$ cat src/rtl/srds_pkg.sv
// ============================================================================
// srds_pkg : shared types and constants for the sensor readout sequencer
// Display codes, phase encoding, register map, reciprocal constants and the
// small binary-to-digit helper used by the digit formatter.
// ============================================================================
package srds_pkg;

    // Display phase, also the phase code shown on the output
    typedef enum logic [1:0] {
        PHASE_WIND       = 2'd0,
        PHASE_WIND_BLANK = 2'd1,
        PHASE_TEMP       = 2'd2,
        PHASE_TEMP_BLANK = 2'd3
    } phase_t;

    // Seven-segment digit codes
    localparam logic [4:0] CODE_MINUS     = 5'd12;
    localparam logic [4:0] CODE_BLANK     = 5'd14;
    localparam logic [4:0] CODE_ZERO_TENS = 5'd10;
    localparam logic [4:0] POINT_OFFSET   = 5'd20;

    // Register map (word index into the APB window)
    localparam int          APB_ADDR_W   = 4;
    localparam int          APB_DATA_W   = 32;
    localparam int          DWELL_W      = 8;
    localparam logic [1:0]  REG_WIND_DWELL       = 2'd0;
    localparam logic [1:0]  REG_WIND_BLANK_DWELL = 2'd1;
    localparam logic [1:0]  REG_TEMP_DWELL       = 2'd2;
    localparam logic [1:0]  REG_TEMP_BLANK_DWELL = 2'd3;

    localparam logic [DWELL_W-1:0] RST_WIND_DWELL       = 8'd30;
    localparam logic [DWELL_W-1:0] RST_WIND_BLANK_DWELL = 8'd5;
    localparam logic [DWELL_W-1:0] RST_TEMP_DWELL       = 8'd10;
    localparam logic [DWELL_W-1:0] RST_TEMP_BLANK_DWELL = 8'd5;

    // Reciprocal multipliers, exact over the input ranges used:
    //   speed  = (delta >> 3) / 125  -> (x * 4195)  >> 19, x < 2^12
    //   sq_q   = (sq >> 4)   / 625   -> (x * 858994) >> 29, x < 2^19
    //   lin_q  = (8 * r)     / 25    -> (x * 10486) >> 18, x < 2^13
    localparam int SPEED_RECIP    = 4195;
    localparam int TEMP_SQ_RECIP  = 858994;
    localparam int TEMP_LIN_RECIP = 10486;
    localparam int TEMP_OFFSET    = 92995 / 10000;

    // Dwell settings handed from the register file to the sequencer
    typedef struct packed {
        logic [DWELL_W-1:0] wind;
        logic [DWELL_W-1:0] wind_gap;
        logic [DWELL_W-1:0] temp;
        logic [DWELL_W-1:0] temp_gap;
    } dwell_cfg_t;

    // Pre-scaled sensor values held in the input stage
    typedef struct packed {
        logic [5:0]  speed;       // delta / 1000
        logic [18:0] sq_scaled;   // (5 * r * r) >> 4
        logic [9:0]  adc_code;
    } sensor_t;

    typedef struct packed {
        logic [4:0] left;
        logic [4:0] middle;
        logic [4:0] right;
    } digits_t;

    typedef struct packed {
        logic [3:0] hundreds;
        logic [3:0] tens;
        logic [3:0] units;
    } bcd_t;

    // Split a value below 256 into decimal digits by compare and subtract
    function automatic bcd_t to_bcd(input logic [7:0] value);
        bcd_t       res;
        logic [7:0] rem;
        res = '0;
        if (value >= 8'd200) begin
            res.hundreds = 4'd2;
            rem          = value - 8'd200;
        end else if (value >= 8'd100) begin
            res.hundreds = 4'd1;
            rem          = value - 8'd100;
        end else begin
            rem = value;
        end
        res.units = rem[3:0];
        for (int k = 1; k < 10; k++) begin
            if (rem >= 8'(10 * k)) begin
                res.tens  = 4'(k);
                res.units = 4'(rem - 8'(10 * k));
            end
        end
        return res;
    endfunction

endpackage

$ cat src/rtl/srds_regs.sv
// ============================================================================
// srds_regs : APB dwell register file
// Four 8-bit dwell registers at byte addresses 0, 4, 8 and 12.
// ============================================================================
module srds_regs
    import srds_pkg::*;
(
    input  logic                  clk,
    input  logic                  rst_n,
    input  logic                  psel,
    input  logic                  penable,
    input  logic                  pwrite,
    input  logic [APB_ADDR_W-1:0] paddr,
    input  logic [APB_DATA_W-1:0] pwdata,
    output logic [APB_DATA_W-1:0] prdata,
    output logic                  pready,
    output dwell_cfg_t            dwell
);

    dwell_cfg_t dwell_reg;
    dwell_cfg_t dwell_next;
    logic       wr_en;
    logic [1:0] reg_idx;

    assign pready  = 1'b1;
    assign wr_en   = psel & penable & pwrite & pready;
    assign reg_idx = paddr[3:2];

    always_comb
    begin
        dwell_next = dwell_reg;
        if (wr_en)
        begin
            case (reg_idx)
                REG_WIND_DWELL:       dwell_next.wind     = pwdata[DWELL_W-1:0];
                REG_WIND_BLANK_DWELL: dwell_next.wind_gap = pwdata[DWELL_W-1:0];
                REG_TEMP_DWELL:       dwell_next.temp     = pwdata[DWELL_W-1:0];
                REG_TEMP_BLANK_DWELL: dwell_next.temp_gap = pwdata[DWELL_W-1:0];
                default:              dwell_next = dwell_reg;
            endcase
        end
    end

    always_ff @(posedge clk or negedge rst_n)
    begin
        if (!rst_n)
        begin
            dwell_reg.wind     <= RST_WIND_DWELL;
            dwell_reg.wind_gap <= RST_WIND_BLANK_DWELL;
            dwell_reg.temp     <= RST_TEMP_DWELL;
            dwell_reg.temp_gap <= RST_TEMP_BLANK_DWELL;
        end
        else
        begin
            dwell_reg <= dwell_next;
        end
    end

    always_comb
    begin
        case (reg_idx)
            REG_WIND_DWELL:       prdata = APB_DATA_W'(dwell_reg.wind);
            REG_WIND_BLANK_DWELL: prdata = APB_DATA_W'(dwell_reg.wind_gap);
            REG_TEMP_DWELL:       prdata = APB_DATA_W'(dwell_reg.temp);
            REG_TEMP_BLANK_DWELL: prdata = APB_DATA_W'(dwell_reg.temp_gap);
            default:              prdata = '0;
        endcase
    end

    assign dwell = dwell_reg;

endmodule

$ cat src/rtl/srds_digits.sv
// ============================================================================
// srds_digits : phase-dependent digit formatter
// Finish the temperature conversion and map wind, temperature or blank to
// three seven-segment digit codes.
// ============================================================================
module srds_digits
    import srds_pkg::*;
(
    input  phase_t  phase,
    input  sensor_t sensor,
    output digits_t digits
);

    logic [38:0]        sq_prod;
    logic [9:0]         sq_quot;
    logic [26:0]        lin_prod;
    logic [8:0]         lin_quot;
    logic signed [10:0] temp_val;
    logic [10:0]        temp_mag;
    bcd_t               wind_bcd;
    bcd_t               temp_bcd;

    // 5*r*r / 10000 and 32*r / 100 by reciprocal multiplication
    assign sq_prod  = {20'b0, sensor.sq_scaled} * 39'(TEMP_SQ_RECIP);
    assign sq_quot  = sq_prod[38:29];
    assign lin_prod = {14'b0, sensor.adc_code, 3'b000} * 27'(TEMP_LIN_RECIP);
    assign lin_quot = lin_prod[26:18];

    assign temp_val = $signed({2'b00, lin_quot}) - $signed({1'b0, sq_quot})
                    - $signed(11'(TEMP_OFFSET));
    assign temp_mag = temp_val[10] ? 11'(-temp_val) : temp_val;

    assign wind_bcd = to_bcd({2'b00, sensor.speed});
    assign temp_bcd = to_bcd(temp_mag[7:0]);

    always_comb
    begin
        digits.left   = CODE_BLANK;
        digits.middle = CODE_BLANK;
        digits.right  = CODE_BLANK;
        case (phase)
            PHASE_WIND:
            begin
                digits.left   = (wind_bcd.hundreds == 4'd0) ? CODE_BLANK
                                                            : {1'b0, wind_bcd.hundreds};
                digits.middle = (wind_bcd.tens == 4'd0) ? CODE_ZERO_TENS
                                : {1'b0, wind_bcd.tens} + POINT_OFFSET;
                digits.right  = {1'b0, wind_bcd.units};
            end
            PHASE_TEMP:
            begin
                digits.left   = temp_val[10] ? CODE_MINUS : CODE_BLANK;
                digits.middle = {1'b0, temp_bcd.tens};
                digits.right  = {1'b0, temp_bcd.units};
            end
            default:
            begin
                digits.left   = CODE_BLANK;
                digits.middle = CODE_BLANK;
                digits.right  = CODE_BLANK;
            end
        endcase
    end

endmodule

$ cat src/rtl/sensor_readout_display_sequencer.sv
// ============================================================================
// sensor_readout_display_sequencer : weather display readout sequencer
// Convert wind and temperature readings to seven-segment digit codes and step
// a four-phase wind / blank / temperature / blank display cycle.
// ============================================================================
// The block takes one request per clock while in_stall is low and returns one
// result per request. The first register holds the pre-scaled readings (wind
// speed delta/1000, the scaled square of the temperature code and the tick
// time); the second stage finishes the temperature formula, formats the digits
// for the phase in force and, in the same cycle, decides whether the phase
// advances. The phase and the last switch time form a loop within that stage,
// which sets the rate at one request per cycle when nothing stalls. A result
// waiting on a stalled output does not block the input register, so two
// requests can be in flight. The user must write dwell registers through the
// APB port only while no request is in flight; the block does not enforce it.
// ============================================================================
module sensor_readout_display_sequencer
    import srds_pkg::*;
(
    input  logic                  clk,
    input  logic                  rst_n,

    // APB configuration port
    input  logic                  psel,
    input  logic                  penable,
    input  logic                  pwrite,
    input  logic [APB_ADDR_W-1:0] paddr,
    input  logic [APB_DATA_W-1:0] pwdata,
    output logic [APB_DATA_W-1:0] prdata,
    output logic                  pready,

    // Input request channel
    input  logic                  in_valid,
    output logic                  in_stall,
    input  logic [14:0]           wind_pulse_delta,
    input  logic [9:0]            raw_temp_adc,
    input  logic [15:0]           now_ticks,

    // Result channel
    output logic                  out_valid,
    input  logic                  out_stall,
    output logic [1:0]            shown_phase,
    output logic [4:0]            digit_left,
    output logic [4:0]            digit_middle,
    output logic [4:0]            digit_right
);

    dwell_cfg_t dwell;

    // Input stage
    logic        s1_valid_reg;
    logic        s1_valid_next;
    sensor_t     s1_sensor_reg;
    sensor_t     s1_sensor_next;
    logic [15:0] s1_now_reg;

    // Sequencer state
    phase_t      phase_reg;
    phase_t      phase_next;
    logic [15:0] last_switch_reg;
    logic [15:0] last_switch_next;

    // Result stage
    logic        out_valid_reg;
    logic        out_valid_next;
    logic [1:0]  out_phase_reg;
    digits_t     out_digits_reg;

    logic        in_fire;
    logic        move;
    logic        s2_free;
    logic [7:0]  dwell_sel;
    logic        advance;
    logic [19:0] temp_sq;
    logic [22:0] temp_sq5;
    logic [24:0] speed_prod;
    digits_t     digits;

    srds_regs u_regs (
        .clk     (clk),
        .rst_n   (rst_n),
        .psel    (psel),
        .penable (penable),
        .pwrite  (pwrite),
        .paddr   (paddr),
        .pwdata  (pwdata),
        .prdata  (prdata),
        .pready  (pready),
        .dwell   (dwell)
    );

    // ------------------------------------------------------------------
    // Handshake: the result register frees when empty or taken; the input
    // register frees when empty or when its request moves on.
    // ------------------------------------------------------------------
    assign s2_free  = ~out_valid_reg | ~out_stall;
    assign move     = s1_valid_reg & s2_free;
    assign in_stall = s1_valid_reg & ~s2_free;
    assign in_fire  = in_valid & ~in_stall;

    // ------------------------------------------------------------------
    // Pre-scale at the input: wind speed and the squared temperature term.
    // Each path holds a single multiplier ahead of the input register.
    // ------------------------------------------------------------------
    assign speed_prod = {13'b0, wind_pulse_delta[14:3]} * 25'(SPEED_RECIP);
    assign temp_sq    = {10'b0, raw_temp_adc} * {10'b0, raw_temp_adc};
    assign temp_sq5   = {1'b0, temp_sq, 2'b00} + {3'b000, temp_sq};

    always_comb
    begin
        s1_sensor_next.speed     = speed_prod[24:19];
        s1_sensor_next.sq_scaled = temp_sq5[22:4];
        s1_sensor_next.adc_code  = raw_temp_adc;
        s1_valid_next            = in_fire | (s1_valid_reg & ~move);
    end

    always_ff @(posedge clk or negedge rst_n)
    begin
        if (!rst_n)
        begin
            s1_valid_reg <= 1'b0;
        end
        else
        begin
            s1_valid_reg <= s1_valid_next;
        end
    end

    always_ff @(posedge clk)
    begin
        if (in_fire)
        begin
            s1_sensor_reg <= s1_sensor_next;
            s1_now_reg    <= now_ticks;
        end
    end

    // ------------------------------------------------------------------
    // Digit formatting for the phase in force when the request moves on
    // ------------------------------------------------------------------
    srds_digits u_digits (
        .phase  (phase_reg),
        .sensor (s1_sensor_reg),
        .digits (digits)
    );

    // ------------------------------------------------------------------
    // Phase sequencing: advance once now passes last switch plus dwell.
    // The sum is 17 bits wide so a wrapped tick counter holds the phase.
    // ------------------------------------------------------------------
    always_comb
    begin
        case (phase_reg)
            PHASE_WIND:       dwell_sel = dwell.wind;
            PHASE_WIND_BLANK: dwell_sel = dwell.wind_gap;
            PHASE_TEMP:       dwell_sel = dwell.temp;
            PHASE_TEMP_BLANK: dwell_sel = dwell.temp_gap;
            default:          dwell_sel = dwell.wind;
        endcase
    end

    assign advance = {1'b0, s1_now_reg} > ({1'b0, last_switch_reg} + {9'b0, dwell_sel});

    always_comb
    begin
        phase_next       = phase_reg;
        last_switch_next = last_switch_reg;
        if (move && advance)
        begin
            phase_next       = phase_t'(phase_reg + 2'd1);
            last_switch_next = s1_now_reg;
        end
    end

    always_ff @(posedge clk or negedge rst_n)
    begin
        if (!rst_n)
        begin
            phase_reg       <= PHASE_WIND;
            last_switch_reg <= '0;
        end
        else
        begin
            phase_reg       <= phase_next;
            last_switch_reg <= last_switch_next;
        end
    end

    // ------------------------------------------------------------------
    // Result register: load on move, drop once taken.
    // ------------------------------------------------------------------
    assign out_valid_next = move | (out_valid_reg & out_stall);

    always_ff @(posedge clk or negedge rst_n)
    begin
        if (!rst_n)
        begin
            out_valid_reg <= 1'b0;
        end
        else
        begin
            out_valid_reg <= out_valid_next;
        end
    end

    always_ff @(posedge clk)
    begin
        if (move)
        begin
            out_phase_reg  <= phase_reg;
            out_digits_reg <= digits;
        end
    end

    assign out_valid    = out_valid_reg;
    assign shown_phase  = out_phase_reg;
    assign digit_left   = out_digits_reg.left;
    assign digit_middle = out_digits_reg.middle;
    assign digit_right  = out_digits_reg.right;

    // ------------------------------------------------------------------
    // Assertions
    // ------------------------------------------------------------------
    a_empty_no_stall: assert property (@(posedge clk) disable iff (!rst_n)
        !s1_valid_reg |-> !in_stall)
        else $error("input stalled with an empty input register");

    a_held_request_kept: assert property (@(posedge clk) disable iff (!rst_n)
        (s1_valid_reg && !move) |=> s1_valid_reg)
        else $error("waiting request lost from the input register");

    a_phase_only_on_move: assert property (@(posedge clk) disable iff (!rst_n)
        !move |=> $stable(phase_reg) && $stable(last_switch_reg))
        else $error("sequencer state changed without a request");

    a_phase_steps_by_one: assert property (@(posedge clk) disable iff (!rst_n)
        (move && advance) |=> (phase_reg == phase_t'($past(phase_reg) + 2'd1))
                              && (last_switch_reg == $past(s1_now_reg)))
        else $error("phase advance did not step once and record the tick time");

    a_result_loaded: assert property (@(posedge clk) disable iff (!rst_n)
        move |=> out_valid_reg && (out_phase_reg == $past(phase_reg)))
        else $error("result register missed a moving request");

endmodule

$ cat config.mk
export PLATFORM = sky130hd
export DESIGN_NAME = sensor_readout_display_sequencer
export DESIGN_NICKNAME = d
export VERILOG_FILES = /design/src/rtl/srds_pkg.sv /design/src/rtl/srds_regs.sv /design/src/rtl/srds_digits.sv /design/src/rtl/sensor_readout_display_sequencer.sv
export SDC_FILE = /design/constraint.sdc
export NUM_CORES = 1
export LEC_CHECK = 0
export BUFFER_PORTS_ARGS = -buffer_cell sky130_fd_sc_hd__buf_2
export CORE_MARGIN = 1
export CORE_UTILIZATION = 40
export CTS_CLUSTER_SIZE = 40
export DETAILED_ROUTE_END_ITERATION = 16
export PLACE_DENSITY_LB_ADDON = 0.05
export SYNTH_ARGS = -nofsm -noshare
export SYNTH_HDL_FRONTEND = slang
export SYNTH_HIERARCHICAL = 1
export SYNTH_SLANG_ARGS = --single-unit
$ cat constraint.sdc
create_clock -name clk -period 21.3 [get_ports clk]
set_input_delay 3.195 -clock clk [delete_from_list [all_inputs] [get_ports clk]]
set_output_delay 3.195 -clock clk [all_outputs]
set_load 0.005 [all_outputs]
Word level (Yosys, flattened, before mapping)

Index checks and enable logic that the tools add are counted.

Bitwise operators: 15
$lt $le $gt $ge: 21
$mul: 4
Add/subtract/negate cells: 27
Reductions and logical operators: 8
Equality and inequality tests: 6
Mux-type cells: 26

Operator list:

| kind                     | number |
|---|---|
| $pmux W32 S4             | 1 |
| $mux W8                  | 13 |
| $sub A4 B4 Y4 const B    | 10 |
| $mul A19 B19 Y38 const B | 1 |
| $ge A8 B7 Y1 const B     | 4 |
| $pmux W8 S4              | 1 |
| $pmux W15 S2             | 1 |
| $mux W7                  | 4 |
| $mul A12 B13 Y25 const B | 1 |
| $ge A8 B6 Y1 const B     | 3 |
| $add A22 B20 Y23         | 1 |
| $mul A10 B13 Y23 const B | 1 |
| $ge A6 B7 Y1 const B     | 3 |
| $mul A10 B10 Y20         | 1 |
| $ge A6 B6 Y1 const B     | 3 |
| $add A16 B8 Y17          | 1 |
| $gt A16 B17 Y1           | 1 |
| $ge A8 B5 Y1 const B     | 2 |
| $sub A4 B3 Y4 const B    | 4 |
| $mux W5                  | 3 |
| $ge A6 B5 Y1 const B     | 2 |
| $mux W6                  | 2 |
| $sub A11 B5 Y11 const B  | 1 |
| $sub A9 B10 Y11          | 1 |
| 20 further kinds         | 42 |

Bits in registers: 120
Output and inout bits: 52

Logic depth before layout (Yosys ltp)

Word-level depth: 19
Mapped depth: 52
Gate-level depth less buffers: 52

Hierarchy

Netlist, hierarchy kept.

Modules (own cells, without submodules):

| module                           | area each (um2) | instances | cells an instance |
|---|---|---|---|
| srds_digits                      | 11008.1         | 1         | 1253 |
| sensor_readout_display_sequencer | 9163.8          | 1         | 883 |
| srds_regs                        | 1637.8          | 1         | 107 |

Worst setup path before layout

Ideal clock, no wire load.

Path kind: reg-to-reg
Start: register s1_sensor_reg[18] (netlist bit)
End: register out_digits_reg, in the netlist digit_right[2], data pin
Arrival: 10552 ps
Required time: 21041 ps
Cell stages (with the launch flop): 50
Period minus slack after synthesis: 10811 ps
Slack: 10489 ps
Cell sequence: edfxtp_1 > ha_1 > fa_1 > inv_1 > fa_1 > fa_1 > inv_1 > fa_1 > inv_1 > fa_1 > inv_1 > ha_1 > a211oi_1 > o21ai_1 > o211ai_1 > inv_1 > o21ai_0 > nand2_1 > [14 not listed] > or3_1 > and2_1 > inv_1 > ha_1 > nand3_1 > mux2_4 > a211o_1 > o21ai_1 > xnor2_1 > inv_1 > ha_1 > nor2b_1 > a41oi_1 > o211ai_2 > a311oi_1 > a211o_1 > a211oi_1 > a211o_1

RTL lines:

| what                   | RTL line                                | source |
|---|---|---|
| start, declared        | sensor_readout_display_sequencer.sv:53  | `sensor_t s1_sensor_reg;` |
| start signal, assigned | sensor_readout_display_sequencer.sv:133 | `s1_sensor_reg <= s1_sensor_next;` |
| end signal, assigned   | sensor_readout_display_sequencer.sv:211 | `out_digits_reg <= digits;` |
| end, declared          | sensor_readout_display_sequencer.sv:67  | `digits_t out_digits_reg;` |

==> qor.csv <==
stage;metric;value;unit
worst_setup_path;WP data required;21510;ps
grt;first-pass GRT wire length;80.5;mm
synth;area share of and/or/nand/nor cells after synthesis;8.81;%
placed_design;pre-CTS WS;8820;ps
sta;Tmin final;12530;ps
placed_design;DPL Wire Length;39.9;mm
cells_and_area;commonest non-fill, non-tap cell in the layout;inv_1;
synth;Synth Register Bits;120;
detailed_routing;DRT iter0 DRCs;594;
worst_setup_path;Slowest-stage cell, CP;fa_1;
sta;RSZ-0062 raised after global routing;false;
run_status;status;finished clean;
floorplan;Die Y;236;microns
clocking;root buffer cell;clkbuf_16;
grt;largest net degree at the start of global routing;53;
sta;setup slack after layout;8770;ps
cells_and_area;Area Growth Syn to Fin;7.30;%
run;Max-Cap Viols;0;
sta;f_max;0.0798;GHz
synth;post-synthesis mux area share;4.67;%
clocking;clock latency at the later pin of the worst-skew pair;470;ps
synth;top_reg_cell synth;edfxtp_1;
synth;cells after synthesis;2243;
sta;Final setup viols;0;
clocking;clk slew on worst S/H paths;60;ps
cells_and_area;max reg flops;35;
sta;worst-margin pin slew;1070;ps
detailed_routing;final wirelength;46.8;mm
detailed_routing;Antenna Nets Post-Route;0;
clocking;CTS Hold Bufs;0;
synth;Area contributors post-synth;ha_1 (24%), fa_1 (21%), inv_1 (9.4%);
synth;mapped cell area;21800;sq um
clocking;Num CTS Buffers;17;
clocking;clock tree from TritonCTS;done;
placed_design;port bufs;81;
synth;Compound-Gate Fraction of Synth Area;10.3;%
sta;Max Slew Vio Count;0;
detailed_routing;max layer used;met4;
worst_setup_path;Worst Setup End Kind;flip-flop;
worst_setup_path;CP peak stage delay;540;ps
floorplan;CORE AREA;53800;sq um
worst_hold_path;worst min path class;flip-flop to flip-flop;
grt;number of global-route vias before repair;15700;
worst_setup_path;Setup CP Type;flip-flop to flip-flop;
cells_and_area;ant diodes;0;
detailed_routing;residual DRC count;0;
clocking;post-CTS setup buffers;0;
grt;initial antenna violation count;0;
floorplan;Initial Utilization;40.5;%
worst_setup_path;Worst setup SP type;flip-flop;
synth;Synth Area per Inst;9.72;sq um
detailed_routing;total number of vias;14900;
detailed_routing;wire length per cell;15.5;microns
synth;sequential fraction of the synthesis area;15.4;%
grt;gr usage total;18.1;%
synth;Post-synth ARST share;43.3;%
clocking;Clock Tree Buf Depth;2;
worst_setup_path;Worst Path Max Fanout;9;
cells_and_area;Cell Count, Final, Fillers Out;3021;
floorplan;number of top-level pins;136;
sta;clk_skew;10.9;ps
clocking;H-Tree Depth;4;
synth;cell taking the most area after synthesis;ha_1;
synth;Post-Synth Adder-Cell Area;45.4;%
detailed_routing;WL met1;23.4;mm
cells_and_area;nets;3048;
detailed_routing;met3 WL post-DR;1.01;mm
floorplan;die area;55500;sq um
cells_and_area;commonest non-fill, non-tap cells in the layout;inv_1 (547), ha_1 (419), fa_1 (233), nand2_1 (93), buf_2 (81);
synth;xor and xnor area share after synthesis;4.12;%
sta;relative slew slack;28.2;%
sta;Final Hold Violating Endpoints;0;
cells_and_area;layout cell share with drive strength beyond 1;10.2;%
detailed_routing;First-pass DRT Iterations;7;
placed_design;Cells after DPL;2989;
synth;Synth cell types;105;
worst_setup_path;critical path arrival;12740;ps
grt;GR Overflow Total;0;
sta;Hold WS;477;ps
synth;largest family of logic cells by synthesized area;adder cells;
worst_setup_path;CP most frequent cell;inv_1;
detailed_routing;mean number of vias per cell;4.93;
synth;top-area cell type share of the netlist area;24.0;%
clocking;post-CTS resize count;0;
clocking;clock sinks;120;
detailed_routing;DR WL met2;21.8;mm
floorplan;die width;236;microns
placed_design;GP Congestion;0.853;
synth;Post-synth EDFFs;68;
synth;Synth warnings;6;
sta;final setup TNS;0;ps
sta;crit share post-route;58.8;%
floorplan;FP Rows;85;
synthesized netlist by cell type (all sizes together), types with 28 or more instances:
cell type,n
nand2,93
mux2,54
edfxtp,68
inv,549
ha,419
a21o,30
dfrtp,42
o21ai,47
and2,40
a21oi,80
nand3,28
buf,42
nor2,77
fa,233
xnor2,68
routing by layer:
| metal | up-vias | GRT usage, % |
|---|---|---|
| li1 | 7489 | - |
| met1 | 7232 | 25.3 |
| met2 | 146 | 29.9 |
| met3 | 32 | 2.11 |
| met4 | 0 | 4.34 |
| met5 | - | 0 |
through the flow:
step,instance area [sq um],util (%)
2_1_floorplan,21900,-
3_3_place_gp,22800,42.4
3_5_place_dp,22800,42.4
4_1_cts,23400,43.5
5_1_grt,23400,43.5
6_report,23400,43.5
cell families (layout without fill, tap and decap cells):
group	after synthesis	in the layout
adders and majority gates	652	652
buffers and inverters	611	667
and+or+nand+nor	373	373
AOI/OAI and AO/OA	305	305
DFF	120	120
xor gates and xnor gates	95	95
muxes	83	83
other	4	30
worst max-delay path: cells and delay by family, from the launching register on:
family          cells  cell delay, ps
compound gates     17            3660
xor+xnor            4            1190
fa+ha+maj          11            4030
buf+inv             8             840
flops               1             530
mux                 1             330
simple gates        8            1660
final cells by class:
class,instances,area (sq um)
Clock buffer,19,454
Clock inverter,13,108
Fill cell,5310,30400
Inverter,550,2060
Multi-Input combinational cell,1538,16100
Sequential cell,120,3360
Tap cell,696,871
Timing Repair Buffer,85,435
path summary, 6_finish.rpt:
path | start | to | slack, ps | cells after the start
worst max-delay path | s1_sensor_reg[11]$_DFFE_PP_ | digit_right[2]$_DFFE_PP_ | 8770 | 49
worst min-delay path | s1_valid_reg$_DFF_PN0_ | out_valid$_DFF_PN0_ | 480 | 1
worst max register to register | s1_sensor_reg[11]$_DFFE_PP_ | digit_right[2]$_DFFE_PP_ | 8770 | 49
worst min register to register | s1_valid_reg$_DFF_PN0_ | out_valid$_DFF_PN0_ | 480 | 1
max in group asynchronous | rst_n | last_switch_reg[13]$_DFFE_PN0P_ | 17970 | 2
min in group asynchronous | rst_n | last_switch_reg[2]$_DFFE_PN0P_ | 2850 | 2
Power is left out: the tool's default activity adds up to more than one toggle a clock period on the data nets, which glitch-free logic cannot reach.
